[config.mk]
export PLATFORM = sky130hd
export DESIGN_NAME = composed_substitution_cipher_unit
export DESIGN_NICKNAME = d
export VERILOG_FILES = /design/src/hw/rtl/csc_pkg.sv /design/src/hw/rtl/composed_substitution_cipher_unit.sv /design/src/hw/rtl/csc_modadd.sv /design/src/hw/rtl/csc_tables.sv
export VERILOG_INCLUDE_DIRS = /design/src /design/src/hw/rtl
export SDC_FILE = /design/constraint.sdc
export NUM_CORES = 1
export LEC_CHECK = 0
export CAP_MARGIN = 0
export CORE_ASPECT_RATIO = 0.5
export CORE_MARGIN = 4
export CORE_UTILIZATION = 45
export CTS_BUF_LIST = sky130_fd_sc_hd__clkbuf_16
export DETAILED_ROUTE_END_ITERATION = 8
export DONT_BUFFER_PORTS = 1
export PLACE_DENSITY = 0.64
export SLEW_MARGIN = 0
export SYNTH_ARGS = -nofsm -noshare
export SYNTH_HDL_FRONTEND = slang
export SYNTH_SLANG_ARGS = --single-unit
[constraint.sdc]
create_clock -name clk -period 11.1 [get_ports clk]
set_input_delay 0 -clock clk [delete_from_list [all_inputs] [get_ports clk]]
set_output_delay 0 -clock clk [all_outputs]
set_load 0.005 [all_outputs]
[src/hw/rtl/composed_substitution_cipher_unit_macros.svh]
// Assertion macros for the composed substitution cipher unit.
`ifndef COMPOSED_SUBSTITUTION_CIPHER_UNIT_MACROS_SVH
`define COMPOSED_SUBSTITUTION_CIPHER_UNIT_MACROS_SVH

// Check that a condition holds in the same cycle as its trigger.
`define CSC_ASSERT_NOW(label, ante, cons, msg) \
  label: assert property (@(posedge clk) disable iff (!rst_n) (ante) |-> (cons)) \
    else $error(msg);

// Check that a condition holds in the cycle after its trigger.
`define CSC_ASSERT_NEXT(label, ante, cons, msg) \
  label: assert property (@(posedge clk) disable iff (!rst_n) (ante) |=> (cons)) \
    else $error(msg);

`endif

[src/hw/rtl/csc_pkg.sv]
// Types and constants shared by the composed substitution cipher unit.
package csc_pkg;

  localparam logic [1:0] CMD_SHIFT = 2'd0;
  localparam logic [1:0] CMD_LOAD  = 2'd1;
  localparam logic [1:0] CMD_APPLY = 2'd2;
  localparam logic [1:0] CMD_TEXT  = 2'd3;

  localparam logic [7:0] LC_A = 8'h61;
  localparam logic [7:0] LC_Z = 8'h7a;
  localparam logic [7:0] UC_A = 8'h41;
  localparam logic [7:0] UC_Z = 8'h5a;

  typedef struct packed {
    logic [1:0]         command;
    logic               decrypt;
    logic signed [15:0] shift_amount;
    logic [4:0]         map_index;
    logic [4:0]         map_letter;
    logic [7:0]         in_byte;
  } in_item_t;

  typedef struct packed {
    logic [7:0] out_byte;
    logic       was_letter;
  } out_item_t;

  typedef struct packed {
    logic tab_re;
    logic tab_we;
    logic stg_re;
    logic stg_we;
    logic inv_re;
    logic inv_we;
  } mem_ctrl_t;

endpackage

[src/hw/rtl/composed_substitution_cipher_unit.sv]
// Top level of the composed substitution cipher unit: command sequencer and output register.
// A text byte is accepted with a table read, then makes one pass through the mod-add unit,
// and waits in S_TEXT while the output register holds an untaken result; a shift command
// or a map load reduces the amount or letter one bit per cycle through the shared mod-add
// unit; an apply-map command walks each table entry in turn, paced by the single read port
// of each table and the one mod-add unit, and a decrypt first builds the inverse map.
// in_ready is low while a command is in progress. A result waits in the output register
// without blocking the next transfer in.
`include "composed_substitution_cipher_unit_macros.svh"

module composed_substitution_cipher_unit #(
  parameter int ALPHABET_SIZE = 26
) (
  input  logic               clk,
  input  logic               rst_n,
  input  logic               in_valid,
  output logic               in_ready,
  input  csc_pkg::in_item_t  in_data,
  output logic               out_valid,
  input  logic               out_ready,
  output csc_pkg::out_item_t out_data
);

  import csc_pkg::*;

  localparam int AW = $clog2(ALPHABET_SIZE);
  localparam logic [AW-1:0] LAST = AW'(ALPHABET_SIZE - 1);
  localparam logic [AW-1:0] CORR = AW'(32768 % ALPHABET_SIZE);

  localparam logic [3:0] S_IDLE    = 4'd0;
  localparam logic [3:0] S_TEXT    = 4'd1;
  localparam logic [3:0] S_RED     = 4'd2;
  localparam logic [3:0] S_CORR    = 4'd3;
  localparam logic [3:0] S_PEND    = 4'd4;
  localparam logic [3:0] S_LOAD    = 4'd5;
  localparam logic [3:0] S_CLR     = 4'd6;
  localparam logic [3:0] S_INV_RD  = 4'd7;
  localparam logic [3:0] S_INV_WR  = 4'd8;
  localparam logic [3:0] S_TAB_RD  = 4'd9;
  localparam logic [3:0] S_TAB_MAP = 4'd10;
  localparam logic [3:0] S_TAB_WR  = 4'd11;

  logic [3:0]    state_r, state_nxt;
  logic [AW-1:0] pend_r, pend_nxt;
  logic [AW-1:0] rem_r, rem_nxt;
  logic [14:0]   opnd_r, opnd_nxt;
  logic          b15_r, b15_nxt;
  logic          dec_r, dec_nxt;
  logic          load_r, load_nxt;
  logic [4:0]    idx_r, idx_nxt;
  logic [3:0]    cnt_r, cnt_nxt;
  logic [AW-1:0] k_r, k_nxt;
  logic [7:0]    byte_r, byte_nxt;
  logic          letter_r, letter_nxt;
  logic          inrng_r, inrng_nxt;
  logic          lower_r, lower_nxt;
  logic          out_valid_r, out_valid_nxt;
  out_item_t     out_data_r, out_data_nxt;

  mem_ctrl_t     ctrl;
  logic [AW-1:0] tab_raddr, tab_wdata, tab_rdata;
  logic [AW-1:0] stg_raddr, stg_waddr, stg_wdata, stg_rdata;
  logic [AW-1:0] inv_raddr, inv_waddr, inv_wdata, inv_rdata;
  logic [AW-1:0] alu_a, alu_b, alu_y;
  logic          alu_cin, alu_sub;

  logic          in_fire;
  logic          is_lower, is_upper;
  logic [7:0]    pos8;
  logic          pos_ok;

  csc_modadd #(.N(ALPHABET_SIZE), .AW(AW)) u_alu (
    .a   (alu_a),
    .b   (alu_b),
    .cin (alu_cin),
    .sub (alu_sub),
    .y   (alu_y)
  );

  csc_tables #(.N(ALPHABET_SIZE), .AW(AW)) u_tables (
    .clk       (clk),
    .rst_n     (rst_n),
    .ctrl      (ctrl),
    .tab_raddr (tab_raddr),
    .tab_waddr (k_r),
    .tab_wdata (tab_wdata),
    .tab_rdata (tab_rdata),
    .stg_raddr (stg_raddr),
    .stg_waddr (stg_waddr),
    .stg_wdata (stg_wdata),
    .stg_rdata (stg_rdata),
    .inv_raddr (inv_raddr),
    .inv_waddr (inv_waddr),
    .inv_wdata (inv_wdata),
    .inv_rdata (inv_rdata)
  );

  assign in_ready = (state_r == S_IDLE);
  assign in_fire  = in_valid && in_ready;

  always_comb begin
    is_lower = (in_data.in_byte >= LC_A) && (in_data.in_byte <= LC_Z);
    is_upper = (in_data.in_byte >= UC_A) && (in_data.in_byte <= UC_Z);
    pos8     = in_data.in_byte - (is_lower ? LC_A : UC_A);
    pos_ok   = (is_lower || is_upper) && (pos8 < 8'(ALPHABET_SIZE));
  end

  always_comb begin
    state_nxt     = state_r;
    pend_nxt      = pend_r;
    rem_nxt       = rem_r;
    opnd_nxt      = opnd_r;
    b15_nxt       = b15_r;
    dec_nxt       = dec_r;
    load_nxt      = load_r;
    idx_nxt       = idx_r;
    cnt_nxt       = cnt_r;
    k_nxt         = k_r;
    byte_nxt      = byte_r;
    letter_nxt    = letter_r;
    inrng_nxt     = inrng_r;
    lower_nxt     = lower_r;
    out_valid_nxt = out_valid_r;
    out_data_nxt  = out_data_r;

    ctrl      = '0;
    tab_raddr = k_r;
    tab_wdata = dec_r ? inv_rdata : stg_rdata;
    stg_raddr = k_r;
    stg_waddr = idx_r[AW-1:0];
    stg_wdata = rem_r;
    inv_raddr = alu_y;
    inv_waddr = k_r;
    inv_wdata = '0;
    alu_a     = '0;
    alu_b     = '0;
    alu_cin   = 1'b0;
    alu_sub   = 1'b0;

    if (out_valid_r && out_ready) begin
      out_valid_nxt = 1'b0;
    end

    case (state_r)
      S_IDLE: begin
        tab_raddr = pos_ok ? pos8[AW-1:0] : '0;
        if (in_fire) begin
          dec_nxt = in_data.decrypt;
          rem_nxt = '0;
          cnt_nxt = '0;
          k_nxt   = '0;
          case (in_data.command)
            CMD_SHIFT: begin
              opnd_nxt  = in_data.shift_amount[14:0];
              b15_nxt   = in_data.shift_amount[15];
              load_nxt  = 1'b0;
              state_nxt = S_RED;
            end
            CMD_LOAD: begin
              opnd_nxt  = 15'(in_data.map_letter);
              idx_nxt   = in_data.map_index;
              load_nxt  = 1'b1;
              state_nxt = S_RED;
            end
            CMD_APPLY: begin
              state_nxt = in_data.decrypt ? S_CLR : S_TAB_RD;
            end
            default: begin
              ctrl.tab_re = 1'b1;
              byte_nxt    = in_data.in_byte;
              letter_nxt  = is_lower || is_upper;
              inrng_nxt   = pos_ok;
              lower_nxt   = is_lower;
              state_nxt   = S_TEXT;
            end
          endcase
        end
      end
      S_TEXT: begin
        alu_a = tab_rdata;
        alu_b = pend_r;
        if (!out_valid_r || out_ready) begin
          out_valid_nxt           = 1'b1;
          out_data_nxt.was_letter = letter_r;
          out_data_nxt.out_byte   = inrng_r ? (lower_r ? LC_A : UC_A) + 8'(alu_y) : byte_r;
          state_nxt               = S_IDLE;
        end
      end
      S_RED: begin
        alu_a    = rem_r;
        alu_b    = rem_r;
        alu_cin  = opnd_r[14];
        rem_nxt  = alu_y;
        opnd_nxt = {opnd_r[13:0], 1'b0};
        cnt_nxt  = cnt_r + 4'd1;
        if (cnt_r == 4'd14) begin
          state_nxt = load_r ? S_LOAD : S_CORR;
        end
      end
      S_CORR: begin
        alu_a     = rem_r;
        alu_b     = b15_r ? CORR : '0;
        alu_sub   = 1'b1;
        rem_nxt   = alu_y;
        state_nxt = S_PEND;
      end
      S_PEND: begin
        alu_a     = pend_r;
        alu_b     = rem_r;
        alu_sub   = dec_r;
        pend_nxt  = alu_y;
        state_nxt = S_IDLE;
      end
      S_LOAD: begin
        ctrl.stg_we = (idx_r < 5'(ALPHABET_SIZE));
        state_nxt   = S_IDLE;
      end
      S_CLR: begin
        ctrl.inv_we = 1'b1;
        if (k_r == LAST) begin
          k_nxt     = '0;
          state_nxt = S_INV_RD;
        end else begin
          k_nxt = k_r + 1'b1;
        end
      end
      S_INV_RD: begin
        ctrl.stg_re = 1'b1;
        state_nxt   = S_INV_WR;
      end
      S_INV_WR: begin
        ctrl.inv_we = (stg_rdata <= LAST);
        inv_waddr   = stg_rdata;
        inv_wdata   = k_r;
        if (k_r == LAST) begin
          k_nxt     = '0;
          state_nxt = S_TAB_RD;
        end else begin
          k_nxt     = k_r + 1'b1;
          state_nxt = S_INV_RD;
        end
      end
      S_TAB_RD: begin
        ctrl.tab_re = 1'b1;
        state_nxt   = S_TAB_MAP;
      end
      S_TAB_MAP: begin
        alu_a       = tab_rdata;
        alu_b       = pend_r;
        stg_raddr   = alu_y;
        ctrl.stg_re = !dec_r;
        ctrl.inv_re = dec_r;
        state_nxt   = S_TAB_WR;
      end
      S_TAB_WR: begin
        ctrl.tab_we = 1'b1;
        if (k_r == LAST) begin
          pend_nxt  = '0;
          state_nxt = S_IDLE;
        end else begin
          k_nxt     = k_r + 1'b1;
          state_nxt = S_TAB_RD;
        end
      end
      default: begin
        state_nxt = S_IDLE;
      end
    endcase
  end

  always_ff @(posedge clk) begin
    if (!rst_n) begin
      state_r     <= S_IDLE;
      pend_r      <= '0;
      out_valid_r <= 1'b0;
    end else begin
      state_r     <= state_nxt;
      pend_r      <= pend_nxt;
      out_valid_r <= out_valid_nxt;
    end
  end

  always_ff @(posedge clk) begin
    rem_r      <= rem_nxt;
    opnd_r     <= opnd_nxt;
    b15_r      <= b15_nxt;
    dec_r      <= dec_nxt;
    load_r     <= load_nxt;
    idx_r      <= idx_nxt;
    cnt_r      <= cnt_nxt;
    k_r        <= k_nxt;
    byte_r     <= byte_nxt;
    letter_r   <= letter_nxt;
    inrng_r    <= inrng_nxt;
    lower_r    <= lower_nxt;
    out_data_r <= out_data_nxt;
  end

  assign out_valid = out_valid_r;
  assign out_data  = out_data_r;

  `CSC_ASSERT_NOW(a_pend_range, 1'b1, pend_r <= LAST, "pending shift out of range")
  `CSC_ASSERT_NEXT(a_no_result_cmd, in_fire && (in_data.command != CMD_TEXT), !$rose(out_valid_r), "result raised by a non-text command")
  `CSC_ASSERT_NEXT(a_apply_clears, (state_r == S_TAB_WR) && (k_r == LAST), (pend_r == '0) && (state_r == S_IDLE), "pending shift not cleared after apply")
  `CSC_ASSERT_NOW(a_nonletter_pass, out_valid_r && !out_data_r.was_letter, !((out_data_r.out_byte >= LC_A) && (out_data_r.out_byte <= LC_Z)) && !((out_data_r.out_byte >= UC_A) && (out_data_r.out_byte <= UC_Z)), "non-letter result is a letter")

endmodule

[src/hw/rtl/csc_modadd.sv]
// Shared modular add/subtract unit over the alphabet.
module csc_modadd #(
  parameter int N  = 26,
  parameter int AW = $clog2(N)
) (
  input  logic [AW-1:0] a,
  input  logic [AW-1:0] b,
  input  logic          cin,
  input  logic          sub,
  output logic [AW-1:0] y
);

  localparam logic [AW+1:0] NC = (AW+2)'(N);

  logic [AW+1:0] ax;
  logic [AW+1:0] bx;
  logic [AW+1:0] sum;
  logic [AW+1:0] diff;
  logic [AW+1:0] res;

  always_comb begin
    ax   = {2'b00, a};
    bx   = {2'b00, b};
    sum  = ax + bx + (AW+2)'(cin);
    diff = ax - bx;
    if (sub) begin
      res = diff[AW+1] ? diff + NC : diff;
    end else begin
      res = (sum >= NC) ? sum - NC : sum;
    end
    y = res[AW-1:0];
  end

endmodule

[src/hw/rtl/csc_tables.sv]
// Letter table, staging map and inverse scratch memories with registered reads.
module csc_tables #(
  parameter int N  = 26,
  parameter int AW = $clog2(N)
) (
  input  logic              clk,
  input  logic              rst_n,
  input  csc_pkg::mem_ctrl_t ctrl,
  input  logic [AW-1:0]     tab_raddr,
  input  logic [AW-1:0]     tab_waddr,
  input  logic [AW-1:0]     tab_wdata,
  output logic [AW-1:0]     tab_rdata,
  input  logic [AW-1:0]     stg_raddr,
  input  logic [AW-1:0]     stg_waddr,
  input  logic [AW-1:0]     stg_wdata,
  output logic [AW-1:0]     stg_rdata,
  input  logic [AW-1:0]     inv_raddr,
  input  logic [AW-1:0]     inv_waddr,
  input  logic [AW-1:0]     inv_wdata,
  output logic [AW-1:0]     inv_rdata
);

  import csc_pkg::*;

  logic [AW-1:0] tab_mem [N];
  logic [AW-1:0] stg_mem [N];
  logic [AW-1:0] inv_mem [N];
  logic [N-1:0]  tab_vld_r;
  logic [AW-1:0] tab_rdata_r;
  logic [AW-1:0] stg_rdata_r;
  logic [AW-1:0] inv_rdata_r;

  always_ff @(posedge clk) begin
    if (!rst_n) begin
      tab_vld_r <= '0;
    end else if (ctrl.tab_we) begin
      tab_vld_r[tab_waddr] <= 1'b1;
    end
  end

  always_ff @(posedge clk) begin
    if (ctrl.tab_we) begin
      tab_mem[tab_waddr] <= tab_wdata;
    end
    if (ctrl.stg_we) begin
      stg_mem[stg_waddr] <= stg_wdata;
    end
    if (ctrl.inv_we) begin
      inv_mem[inv_waddr] <= inv_wdata;
    end
  end

  // Unwritten table entries read as identity.
  always_ff @(posedge clk) begin
    if (ctrl.tab_re) begin
      tab_rdata_r <= tab_vld_r[tab_raddr] ? tab_mem[tab_raddr] : tab_raddr;
    end
    if (ctrl.stg_re) begin
      stg_rdata_r <= stg_mem[stg_raddr];
    end
    if (ctrl.inv_re) begin
      inv_rdata_r <= inv_mem[inv_raddr];
    end
  end

  assign tab_rdata = tab_rdata_r;
  assign stg_rdata = stg_rdata_r;
  assign inv_rdata = inv_rdata_r;

endmodule

==> flow_summary.html, run 1 <==
<table>
<tr><th>Metric</th><th>Value</th></tr>
<tr><th colspan="2">Status</th></tr>
<tr><td>Run status</td><td>finished clean</td></tr>
<tr><th colspan="2">STA</th></tr>
<tr><td>Worst Tran Pin Value</td><td>1232 ps</td></tr>
<tr><td>Largest clock skew in the final design</td><td>23.53 ps</td></tr>
<tr><td>Peak clock frequency supported by timing</td><td>0.1406 GHz</td></tr>
<tr><td>Total negative setup slack</td><td>0 ps</td></tr>
<tr><td>Fin crit share</td><td>64.06%</td></tr>
<tr><td>Number of failing setup endpoints in the final timing report</td><td>0</td></tr>
<tr><td>Post-route minimum period</td><td>7111 ps</td></tr>
<tr><td>Total count of hold-check failures in the final report</td><td>0</td></tr>
<tr><td>Worst rel slew slack</td><td>17.54%</td></tr>
<tr><td>Setup repair after global routing missed its margin</td><td>no</td></tr>
<tr><td>Pins Over Slew Limit</td><td>0</td></tr>
<tr><th colspan="2">Layout</th></tr>
<tr><td>Synth-to-layout area growth</td><td>10.56%</td></tr>
<tr><td>Number of standard cells in the final layout excluding fillers</td><td>2472</td></tr>
<tr><td>Core occupancy in the finished layout</td><td>51.00%</td></tr>
<tr><td>Area of all placed cells without fillers</td><td>25100 µm²</td></tr>
<tr><td>Nets</td><td>1858</td></tr>
<tr><td>Share of post-route cells with drive strength above 1</td><td>8.886%</td></tr>
<tr><td>Count of antenna diodes in the layout</td><td>0</td></tr>
<tr><th colspan="2">Clock tree</th></tr>
<tr><td>Clock latency of the later-clocked register in the worst-skew pair</td><td>570 ps</td></tr>
<tr><td>Buffer type at the clock tree root</td><td>clkbuf_16</td></tr>
<tr><td>Sink Count</td><td>498</td></tr>
<tr><td># H-tree levels</td><td>2</td></tr>
<tr><td>Number of clock buffers inserted by TritonCTS</td><td>44</td></tr>
<tr><td>Clock Tree Buf Depth</td><td>3</td></tr>
<tr><td>Post-CTS clock slew at the launch and capture registers of the worst setup and hold paths</td><td>70 ps</td></tr>
<tr><td>Clock tree from TritonCTS</td><td>done</td></tr>
<tr><th colspan="2">Drt</th></tr>
<tr><td>Total number of vias</td><td>14940</td></tr>
<tr><td>Final routed DRC violation total</td><td>0</td></tr>
<tr><td>Count of routing violations after the opening detailed-route iteration</td><td>1649</td></tr>
<tr><td>Final wirelength</td><td>58.81 mm</td></tr>
<tr><td>Average routed wire per standard cell</td><td>23.79 µm</td></tr>
<tr><td>Vias/cell</td><td>6.043</td></tr>
<tr><td>Detail Route Antenna Nets</td><td>0</td></tr>
<tr><td>DR pass1 iterations</td><td>7</td></tr>
<tr><th colspan="2">Power and ir drop</th></tr>
<tr><td>Static Leak</td><td>8.540 nW</td></tr>
<tr><td>VDD IR max</td><td>256.3 µV</td></tr>
<tr><td>Final total power</td><td>0.006482 W</td></tr>
<tr><td>Power per cell area</td><td>258.3 nW/µm²</td></tr>
<tr><th colspan="2">Setup path</th></tr>
<tr><td>Kind of capture point of the worst setup path</td><td>flop</td></tr>
<tr><td>Source of the worst register-to-register timing path</td><td>state_r[3]</td></tr>
<tr><td>CP delay by family, top</td><td>simple AND/OR/NAND/NOR gates</td></tr>
<tr><td>Critical Setup Path Class</td><td>flop to flop</td></tr>
<tr><td>Series of cell instances along the critical path</td><td>nor4bb_4, o21a_1, nor2_1, xnor2_1, ha_1, nand2b_1, fa_1, inv_1, ha_1, o31a_1, nor2_1, a21oi_4, xnor2_2, mux2i_1, inv_2, nor3_2, a211oi_1, and4b_1</td></tr>
<tr><td>Register-to-register setup slack</td><td>3990 ps</td></tr>
<tr><td>FF-to-FF End</td><td>u_tables.inv_rdata[0]</td></tr>
<tr><td>Largest incremental delay on the critical path</td><td>1040 ps</td></tr>
<tr><td>Kind of launch point of the worst setup path</td><td>flop</td></tr>
<tr><td>Cell at the slowest stage of the critical path</td><td>nor4bb_4</td></tr>
<tr><td>Number of cells on the critical path</td><td>18</td></tr>
<tr><td>Critical path arrival</td><td>7430 ps</td></tr>
<tr><td>Crit path buffers/inverters</td><td>2</td></tr>
<tr><td>Cell count of the worst reg-to-reg path</td><td>18</td></tr>
<tr><td>Critical path fanouts, max</td><td>28</td></tr>
<tr><td>Data required time of the critical path</td><td>11420 ps</td></tr>
<tr><th colspan="2">Synthesis</th></tr>
<tr><td>Number of enable-type register cells in the synthesized netlist</td><td>462</td></tr>
<tr><td>Top-area cell type share of the netlist area</td><td>61.11%</td></tr>
<tr><td>Number of unique standard cell types used by synthesis</td><td>103</td></tr>
<tr><td>Register area share after synthesis</td><td>64.29%</td></tr>
<tr><td>Synthesized netlist net count</td><td>1841</td></tr>
<tr><td>Async set-reset flop share out of synthesis</td><td>0%</td></tr>
<tr><td>Cell type contributing the most total cell area after synthesis</td><td>edfxtp_1</td></tr>
<tr><td>Top_reg_cell synth</td><td>edfxtp_1</td></tr>
<tr><td>Warnings, synthesis</td><td>0</td></tr>
<tr><td>Synth Instances</td><td>1776</td></tr>
<tr><td>Synthesized cell area</td><td>22700 µm²</td></tr>
<tr><td>Number of flip-flops and latches in the synthesized netlist</td><td>498</td></tr>
<tr><td>Top post-synthesis cells by area</td><td>edfxtp_1, mux2i_1, nand2_1, dfxtp_1, nor2_1</td></tr>
<tr><td>Post-Synthesis Mean Instance Area</td><td>12.78 µm²</td></tr>
<tr><th colspan="2">Placement</th></tr>
<tr><td># placed instances</td><td>2352</td></tr>
<tr><td>Placed inst area</td><td>23280 µm²</td></tr>
<tr><td>Half-perimeter wire length of the detailed placement result</td><td>38.40 mm</td></tr>
<tr><td>Final Wtd Congestion</td><td>0.9421</td></tr>
<tr><td>Number of port buffers</td><td>0</td></tr>
<tr><th colspan="2">GRT</th></tr>
<tr><td>Number of global-route vias before repair</td><td>14010</td></tr>
<tr><td>Antenna violations before repair</td><td>1</td></tr>
<tr><td>Overflow after GRT</td><td>0</td></tr>
<tr><td>Pin count of the biggest net entering global routing</td><td>57</td></tr>
<tr><td>Overall global routing resource usage</td><td>21.19%</td></tr>
<tr><td>Global-route wire length before repair</td><td>88.60 mm</td></tr>
<tr><th colspan="2">Worst hold path</th></tr>
<tr><td>Endpoint of the worst hold path</td><td>lower_r</td></tr>
<tr><td>Type of the worst min-delay path</td><td>input pin to flop</td></tr>
<tr><td>Hold path start</td><td>in_data[1]</td></tr>
<tr><td>Number of cells traversed by the worst hold path</td><td>4</td></tr>
<tr><th colspan="2">Floorplan</th></tr>
<tr><td>Number of top-level design ports</td><td>52</td></tr>
<tr><td>Count of standard-cell rows</td><td>57</td></tr>
<tr><td>DIE HEIGHT</td><td>166.8 µm</td></tr>
<tr><td>Starting density of the core</td><td>46.13%</td></tr>
<tr><td>Die W</td><td>325.6 µm</td></tr>
<tr><td>Die outline area</td><td>54320 µm²</td></tr>
<tr><td>Core region area</td><td>49210 µm²</td></tr>
<tr><th colspan="2">Job</th></tr>
<tr><td>Max-Cap Viols</td><td>0</td></tr>
</table>
worst max path at each step:
stage	start	endpoint	slack (ps)
detailed placement	state_r[3]	u_tables.inv_rdata[0]	4230
finish	state_r[3]	u_tables.inv_rdata[0]	3990
global placement	state_r[3]	u_tables.inv_rdata[3]	4360
CTS	state_r[3]	u_tables.inv_rdata[0]	4220
global route	state_r[3]	u_tables.inv_rdata[2]	3630
floorplan	state_r[3]	u_tables.inv_rdata[3]	6220
placed cells by master (no fill, tap or decap), types with 12 or more instances in the layout:
| cell | instances |
|---|---|
| inv_1 | 37 |
| mux2_2 | 16 |
| o21ai_0 | 34 |
| ha_1 | 22 |
| buf_4 | 21 |
| a22oi_1 | 13 |
| mux4_2 | 12 |
| nand2b_1 | 13 |
| a211oi_1 | 26 |
| dfxtp_1 | 36 |
| mux2i_1 | 95 |
| nand3_1 | 62 |
| a21oi_1 | 49 |
| nand3b_1 | 12 |
| nor2_1 | 177 |
| edfxtp_1 | 462 |
| nor3_1 | 27 |
| nand2_1 | 232 |
| nor2b_1 | 16 |
| clkbuf_16 | 44 |
| dlygate4sd3_1 | 43 |
| o22ai_1 | 23 |
| xnor2_1 | 12 |
| a31oi_1 | 13 |
| and2_1 | 29 |
| o21a_1 | 33 |
layer usage:
layer | share of wire, % | vias up | GRT usage, %
met5 | 0 | - | 0
met4 | 1.6 | 0 | 3.757
met3 | 9.1 | 76 | 4.455
met2 | 44 | 631 | 31.30
met1 | 46 | 7477 | 32.65
li1 | - | 6755 | -
state kept, by name (all words and copies together), names as in the netlist:
name	count
u_tables.tab_mem	130
u_tables.stg_rdata	5
opnd_r	15
dec_r	1
u_tables.tab_vld_r	26
u_tables.inv_rdata	5
out_data	9
u_tables.stg_mem	130
u_tables.tab_rdata	5
letter_r	1
pend_r	5
load_r	1
lower_r	1
byte_r	8
rem_r	5
k_r	5
cnt_r	4
idx_r	5
u_tables.inv_mem	130
inrng_r	1
b15_r	1
state_r	4
out_valid	1
per-stage QoR:
stage | hold slack (ps) | setup WS, ps
2_1_floorplan | 98.87 | 6222
3_3_place_gp | 98.93 | 4364
3_5_place_dp | 98.94 | 4232
4_1_cts | 4.100 | 4220
5_1_grt | 37.24 | 3629
6_report | 27.22 | 3989
worst register-to-register path: stages, from the launching register on:
cell,delay [ps]
dfxtp_1,930
nor4bb_4,1050
o21a_1,230
nor2_1,60
xnor2_1,620
ha_1,300
nand2b_1,130
fa_1,540
inv_1,210
ha_1,260
o31a_1,210
nor2_1,120
a21oi_4,250
xnor2_2,200
mux2i_1,790
inv_2,200
nor3_2,400
a211oi_1,140
and4b_1,250
what timing repair did:
action | CTS | global route
resized for setup | 0 | 0
hold endpoints to repair | 81 | 0
hold buffers | 44 | 0
setup buffers | 0 | 0
endpoints found under the setup margin | 0 | 0
area by class of cell:
cell class / count / area [µm²]
Clock buffer: 44 / 1101
Timing Repair Buffer: 65 / 608.1
Tap cell: 649 / 812.0
Sequential cell: 498 / 14590
Clock inverter: 32 / 267.8
Fill cell: 4181 / 24110
Inverter: 32 / 120.1
Multi-Input combinational cell: 1152 / 7594
synthesized netlist by cell type, drive strengths merged (5+ instances only):
master / number
nor4b: 5
o22ai: 23
nand3: 62
nand2b: 13
o41ai: 9
a221oi: 6
a2111oi: 11
a21o: 5
nand4: 9
a22oi: 14
a211oi: 28
o21ai: 47
o32ai: 8
buf: 47
a22o: 5
ha: 22
o211ai: 6
and2: 29
mux2: 17
mux4: 12
a21oi: 51
nand3b: 12
xor2: 7
mux2i: 95
nor3: 35
a211o: 7
o21bai: 9
and3: 9
edfxtp: 462
inv: 31
dfxtp: 36
nand2: 234
or3: 10
o31ai: 8
a31oi: 15
clkbuf: 47
nor2b: 16
and4b: 6
xnor2: 13
o21a: 33
nor2: 178
or2: 5
nor4: 5
a311oi: 11
power by group:
group | internal, W | leakage (nW) | switching [W]
logic | 0.000874 | 3.36 | 0.00171
registers | 0.00226 | 4.48 | 0.000142
clock network | 0.000816 | 0.696 | 0.000682
logic make-up (layout without fill, tap and decap cells):
logic type / count (synthesis) / in the layout / share of synthesized area [%]
AND/OR/NAND/NOR: 641 / 641 / 13.21
flip-flops: 498 / 498 / 64.29
AO/OA/AOI/OAI: 343 / 343 / 11.46
buffers and inverters: 126 / 173 / 2.607
multiplexers: 124 / 124 / 6.239
adder cells (fa/ha/maj): 24 / 24 / 1.389
XOR/XNOR: 20 / 20 / 0.8047
Note: power is estimated with default switching activity, not from simulation.
==> inputs of run 2 (changes only) <==
--- a/config.mk
+++ b/config.mk
@@ -13,7 +13,7 @@
 export CTS_BUF_LIST = sky130_fd_sc_hd__clkbuf_16
 export DETAILED_ROUTE_END_ITERATION = 8
 export DONT_BUFFER_PORTS = 1
-export PLACE_DENSITY = 0.64
+export PLACE_DENSITY = 0.66
 export SLEW_MARGIN = 0
 export SYNTH_ARGS = -nofsm -noshare
 export SYNTH_HDL_FRONTEND = slang
==> constraint.sdc (replaced) <==
create_clock -name clk -period 5.7 [get_ports clk]
set_input_delay 0 -clock clk [delete_from_list [all_inputs] [get_ports clk]]
set_output_delay 0 -clock clk [all_outputs]
set_load 0.005 [all_outputs]
==> run 2 against run 1 <==
Net effect: core utilization up 0.84 points; via count is essentially flat; global-route usage decreased by 0.34 points; cell area rose by 1.6%.
==> flow_summary.html, run 2 (same netlist as run 1, synthesis figures left out) <==
<table>
<tr><th>Metric</th><th>Value</th></tr>
<tr><th colspan="2">STA</th></tr>
<tr><td>Post-route minimum period</td><td>5372 ps (-1739 ps)</td></tr>
<tr><td>Total negative setup slack</td><td>0 ps (unchanged)</td></tr>
<tr><td>Worst rel slew slack</td><td>28.40% (+11 points)</td></tr>
<tr><td>Worst Tran Pin Value</td><td>1071 ps (-160.8 ps)</td></tr>
<tr><td>Setup repair after global routing missed its margin</td><td>no</td></tr>
<tr><td>Peak clock frequency supported by timing</td><td>0.1862 GHz (+32%)</td></tr>
<tr><td>Pins Over Slew Limit</td><td>0 (unchanged)</td></tr>
<tr><td>Fin crit share</td><td>94.24% (+30 points)</td></tr>
<tr><td>Total count of hold-check failures in the final report</td><td>0 (unchanged)</td></tr>
<tr><td>Number of failing setup endpoints in the final timing report</td><td>0 (unchanged)</td></tr>
<tr><td>Largest clock skew in the final design</td><td>25.14 ps (+1.609 ps)</td></tr>
<tr><th colspan="2">Placement</th></tr>
<tr><td>Placed inst area</td><td>23510 µm² (+1.0%)</td></tr>
<tr><td>Final Wtd Congestion</td><td>0.9234 (-2.0%)</td></tr>
<tr><td>Number of port buffers</td><td>0 (unchanged)</td></tr>
<tr><td>Half-perimeter wire length of the detailed placement result</td><td>38.16 mm (-0.64%)</td></tr>
<tr><td># placed instances</td><td>2379 (+1.1%)</td></tr>
<tr><th colspan="2">Layout</th></tr>
<tr><td>Fillers</td><td>4116 (-1.6%)</td></tr>
<tr><td>Synth-to-layout area growth</td><td>12.37%</td></tr>
<tr><td>Leading cell types in the layout, fill and taps excluded</td><td>edfxtp_1, nand2_1, nor2_1</td></tr>
<tr><td>Multi-input gate area in the final layout</td><td>7601 µm² (about the same)</td></tr>
<tr><td>Sequential cell area in the final layout</td><td>14600 µm² (about the same)</td></tr>
<tr><td>Area of all placed cells without fillers</td><td>25510 µm² (+1.6%)</td></tr>
<tr><td>Registers with the most flip-flops</td><td>u_tables.inv_mem (130), u_tables.stg_mem (130), u_tables.tab_mem (130)</td></tr>
<tr><td>Most common library cell in the layout ignoring fill and taps</td><td>edfxtp_1</td></tr>
<tr><td>Number of standard cells in the final layout excluding fillers</td><td>2514 (+1.7%)</td></tr>
<tr><td>Share of post-route cells with drive strength above 1</td><td>10.72% (+1.8 points)</td></tr>
<tr><td>Nets</td><td>1894 (+1.9%)</td></tr>
<tr><td>Count of antenna diodes in the layout</td><td>0 (unchanged)</td></tr>
<tr><th colspan="2">Power and ir drop</th></tr>
<tr><td>Static Leak</td><td>8.785 nW (+2.9%)</td></tr>
<tr><td>Gate power share</td><td>41.9% (+2.1 points)</td></tr>
<tr><td>VDD IR max</td><td>373.4 µV (+46%)</td></tr>
<tr><td>Relative contribution of the clock network to total power</td><td>23.3% (+0.2 points)</td></tr>
<tr><td>Internal portion of total power</td><td>0.008022 W (+100%)</td></tr>
<tr><td>Switching power share of the total</td><td>38.61% (-0.42 points)</td></tr>
<tr><td>Power spent charging and discharging nets</td><td>0.005045 W (+99%)</td></tr>
<tr><td>Power per cell area</td><td>512.3 nW/µm² (+98%)</td></tr>
<tr><td>Portion of total power attributed to sequential cells</td><td>34.8% (-2.3 points)</td></tr>
<tr><td>Final total power</td><td>0.01307 W (+100%)</td></tr>
<tr><th colspan="2">Clock tree</th></tr>
<tr><td>Number of clock buffers inserted by TritonCTS</td><td>45 (+2.3%)</td></tr>
<tr><td>Sink Count</td><td>498 (unchanged)</td></tr>
<tr><td>Post-CTS clock slew at the launch and capture registers of the worst setup and hold paths</td><td>60 ps (about the same)</td></tr>
<tr><td>Clock tree from TritonCTS</td><td>done</td></tr>
<tr><td># H-tree levels</td><td>2 (unchanged)</td></tr>
<tr><td>Clock Tree Buf Depth</td><td>3 (unchanged)</td></tr>
<tr><td>Buffer type at the clock tree root</td><td>clkbuf_16</td></tr>
<tr><td>Clock latency of the later-clocked register in the worst-skew pair</td><td>590 ps (+20 ps)</td></tr>
<tr><th colspan="2">Drt</th></tr>
<tr><td>Total number of vias</td><td>14950 (+0.060%)</td></tr>
<tr><td>DR pass1 iterations</td><td>7 (unchanged)</td></tr>
<tr><td>Final routed DRC violation total</td><td>0 (unchanged)</td></tr>
<tr><td>Average routed wire per standard cell</td><td>22.99 µm (-3.4%)</td></tr>
<tr><td>Vias/cell</td><td>5.946 (-1.6%)</td></tr>
<tr><td>Final wirelength</td><td>57.80 mm (-1.7%)</td></tr>
<tr><td>Count of routing violations after the opening detailed-route iteration</td><td>1615 (-2.1%)</td></tr>
<tr><td>Detail Route Antenna Nets</td><td>0 (unchanged)</td></tr>
<tr><th colspan="2">Worst hold path</th></tr>
<tr><td>Type of the worst min-delay path</td><td>input pin to flop</td></tr>
<tr><th colspan="2">GRT</th></tr>
<tr><td>Overall global routing resource usage</td><td>20.85% (-0.34 points)</td></tr>
<tr><td>Antenna violations before repair</td><td>1 (unchanged)</td></tr>
<tr><td>Number of global-route vias before repair</td><td>14130 (+0.81%)</td></tr>
<tr><td>Pin count of the biggest net entering global routing</td><td>57 (unchanged)</td></tr>
<tr><td>Global-route wire length before repair</td><td>87.31 mm (-1.5%)</td></tr>
<tr><td>Overflow after GRT</td><td>0 (unchanged)</td></tr>
<tr><th colspan="2">Setup path</th></tr>
<tr><td>Data required time of the critical path</td><td>6130 ps (-5290 ps)</td></tr>
<tr><td>Kind of capture point of the worst setup path</td><td>flop</td></tr>
<tr><td>Cell at the slowest stage of the critical path</td><td>fa_1</td></tr>
<tr><td>Critical path fanouts, max</td><td>13 (-54%)</td></tr>
<tr><td>Critical Setup Path Class</td><td>flop to flop</td></tr>
<tr><td>Kind of launch point of the worst setup path</td><td>flop</td></tr>
<tr><td>Cell with the most instances on the worst path</td><td>nor2_1</td></tr>
<tr><td>Critical path arrival</td><td>5810 ps (-1620 ps)</td></tr>
<tr><td>Largest incremental delay on the critical path</td><td>650 ps (-390 ps)</td></tr>
<tr><td>CP delay by family, top</td><td>compound AO/OA/AOI/OAI gates</td></tr>
<tr><td>Crit path buffers/inverters</td><td>1 (-1)</td></tr>
<tr><td>Series of cell instances along the critical path</td><td>nor4b_2, o21a_1, nor2_1, xnor2_1, ha_1, nand2b_1, fa_1, inv_1, ha_1, o31a_1, nor2_1, a21oi_4, o21ai_2, a2bb2oi_4, nor2_1, o41ai_1, and4b_1</td></tr>
<tr><th colspan="2">Job</th></tr>
<tr><td>Max-Cap Viols</td><td>0 (unchanged)</td></tr>
<tr><th colspan="2">Floorplan</th></tr>
<tr><td>Die outline area</td><td>54320 µm² (unchanged)</td></tr>
<tr><td>Core region area</td><td>49210 µm² (unchanged)</td></tr>
<tr><td>Die W</td><td>325.6 µm (unchanged)</td></tr>
<tr><td>DIE HEIGHT</td><td>166.8 µm (unchanged)</td></tr>
<tr><td>Number of top-level design ports</td><td>52 (unchanged)</td></tr>
<tr><td>Starting density of the core</td><td>46.13% (unchanged)</td></tr>
<tr><td>Count of standard-cell rows</td><td>57 (unchanged)</td></tr>
<tr><th colspan="2">Status</th></tr>
<tr><td>Run status</td><td>finished clean</td></tr>
</table>
[run 2: cell count changes in the layout (fill, tap and decap cells not counted), moves of 2 or more]
cell	delta
clkinv_1	+3
clkinv_4	+2
buf_4	+31
inv_1	+2
buf_12	+4
a2111oi_0	-4
a2111oi_1	+4
clkinv_2	-2
[run 2: final timing paths]
| check | startpoint | end | slack (ps) | cells after the start |
|---|---|---|---|---|
| min reg2reg | letter_r | out_data[0] | 430 | 0 |
| min | in_data[1] | lower_r | 20 | 5 |
| max reg2reg | state_r[0] | u_tables.inv_rdata[3] | 330 | 17 |
| max | state_r[0] | u_tables.inv_rdata[3] | 330 | 17 |
[run 2: metal layers]
metal  track usage, %  vias up  share of wire, %
met2            30.11      623                43
met5                0        -             0.016
met3            6.011      123               9.6
met1            30.44     7350                45
met4            6.646        2               3.1
li1                 -     6850                 -
[run 2: repair_timing]
action | CTS | global route
hold buffers | 44 | 0
gates resized for setup | 0 | 6
setup endpoints to repair | 0 | 16
buffers inserted | 0 | 8
endpoints found under the hold margin | 97 | 0
[run 2: final cells by class]
| type | count | area share, % |
|---|---|---|
| multi-input combinational | 1152 | 29.80 |
| timing repair buffer | 100 | 3.610 |
| sequential | 498 | 57.22 |
| clock inverter | 38 | 1.305 |
| inverter | 32 | 0.4709 |
| clock buffer | 45 | 4.415 |
| tap | 649 | 3.183 |
[run 2: worst reg2reg max path, stage by stage (launching register included)]
cell and delay [ps]:
dfxtp_1 630, nor4b_2 450, o21a_1 230, nor2_1 60, xnor2_1 150, ha_1 230
nand2b_1 160, fa_1 650, inv_1 180, ha_1 270, o31a_1 140, nor2_1 330
a21oi_4 150, o21ai_2 320, a2bb2oi_4 330, nor2_1 80, o41ai_1 590, and4b_1 290
[run 2: power groups by stage]
stage | Clock, W | Sequential [W] | Combinational [W]
after floorplan | 0 | 0.00460 | 0.00362
after global placement | 0 | 0.00461 | 0.00515
after detailed placement | 0 | 0.00461 | 0.00521
after CTS | 0.00310 | 0.00453 | 0.00528
after global routing | 0.00327 | 0.00455 | 0.00587
final | 0.00305 | 0.00454 | 0.00548
[run 2: stage by stage]
step                      setup slack [ps]  hold slack, ps  util [%]
after floorplan                      822.3           98.87         -
after global placement               325.8           98.94     47.78
after detailed placement             182.7           98.93     47.78
after CTS                            122.2          0.6252     51.66
after global routing                 30.57           23.79     51.84
final                                328.3           21.27     51.84
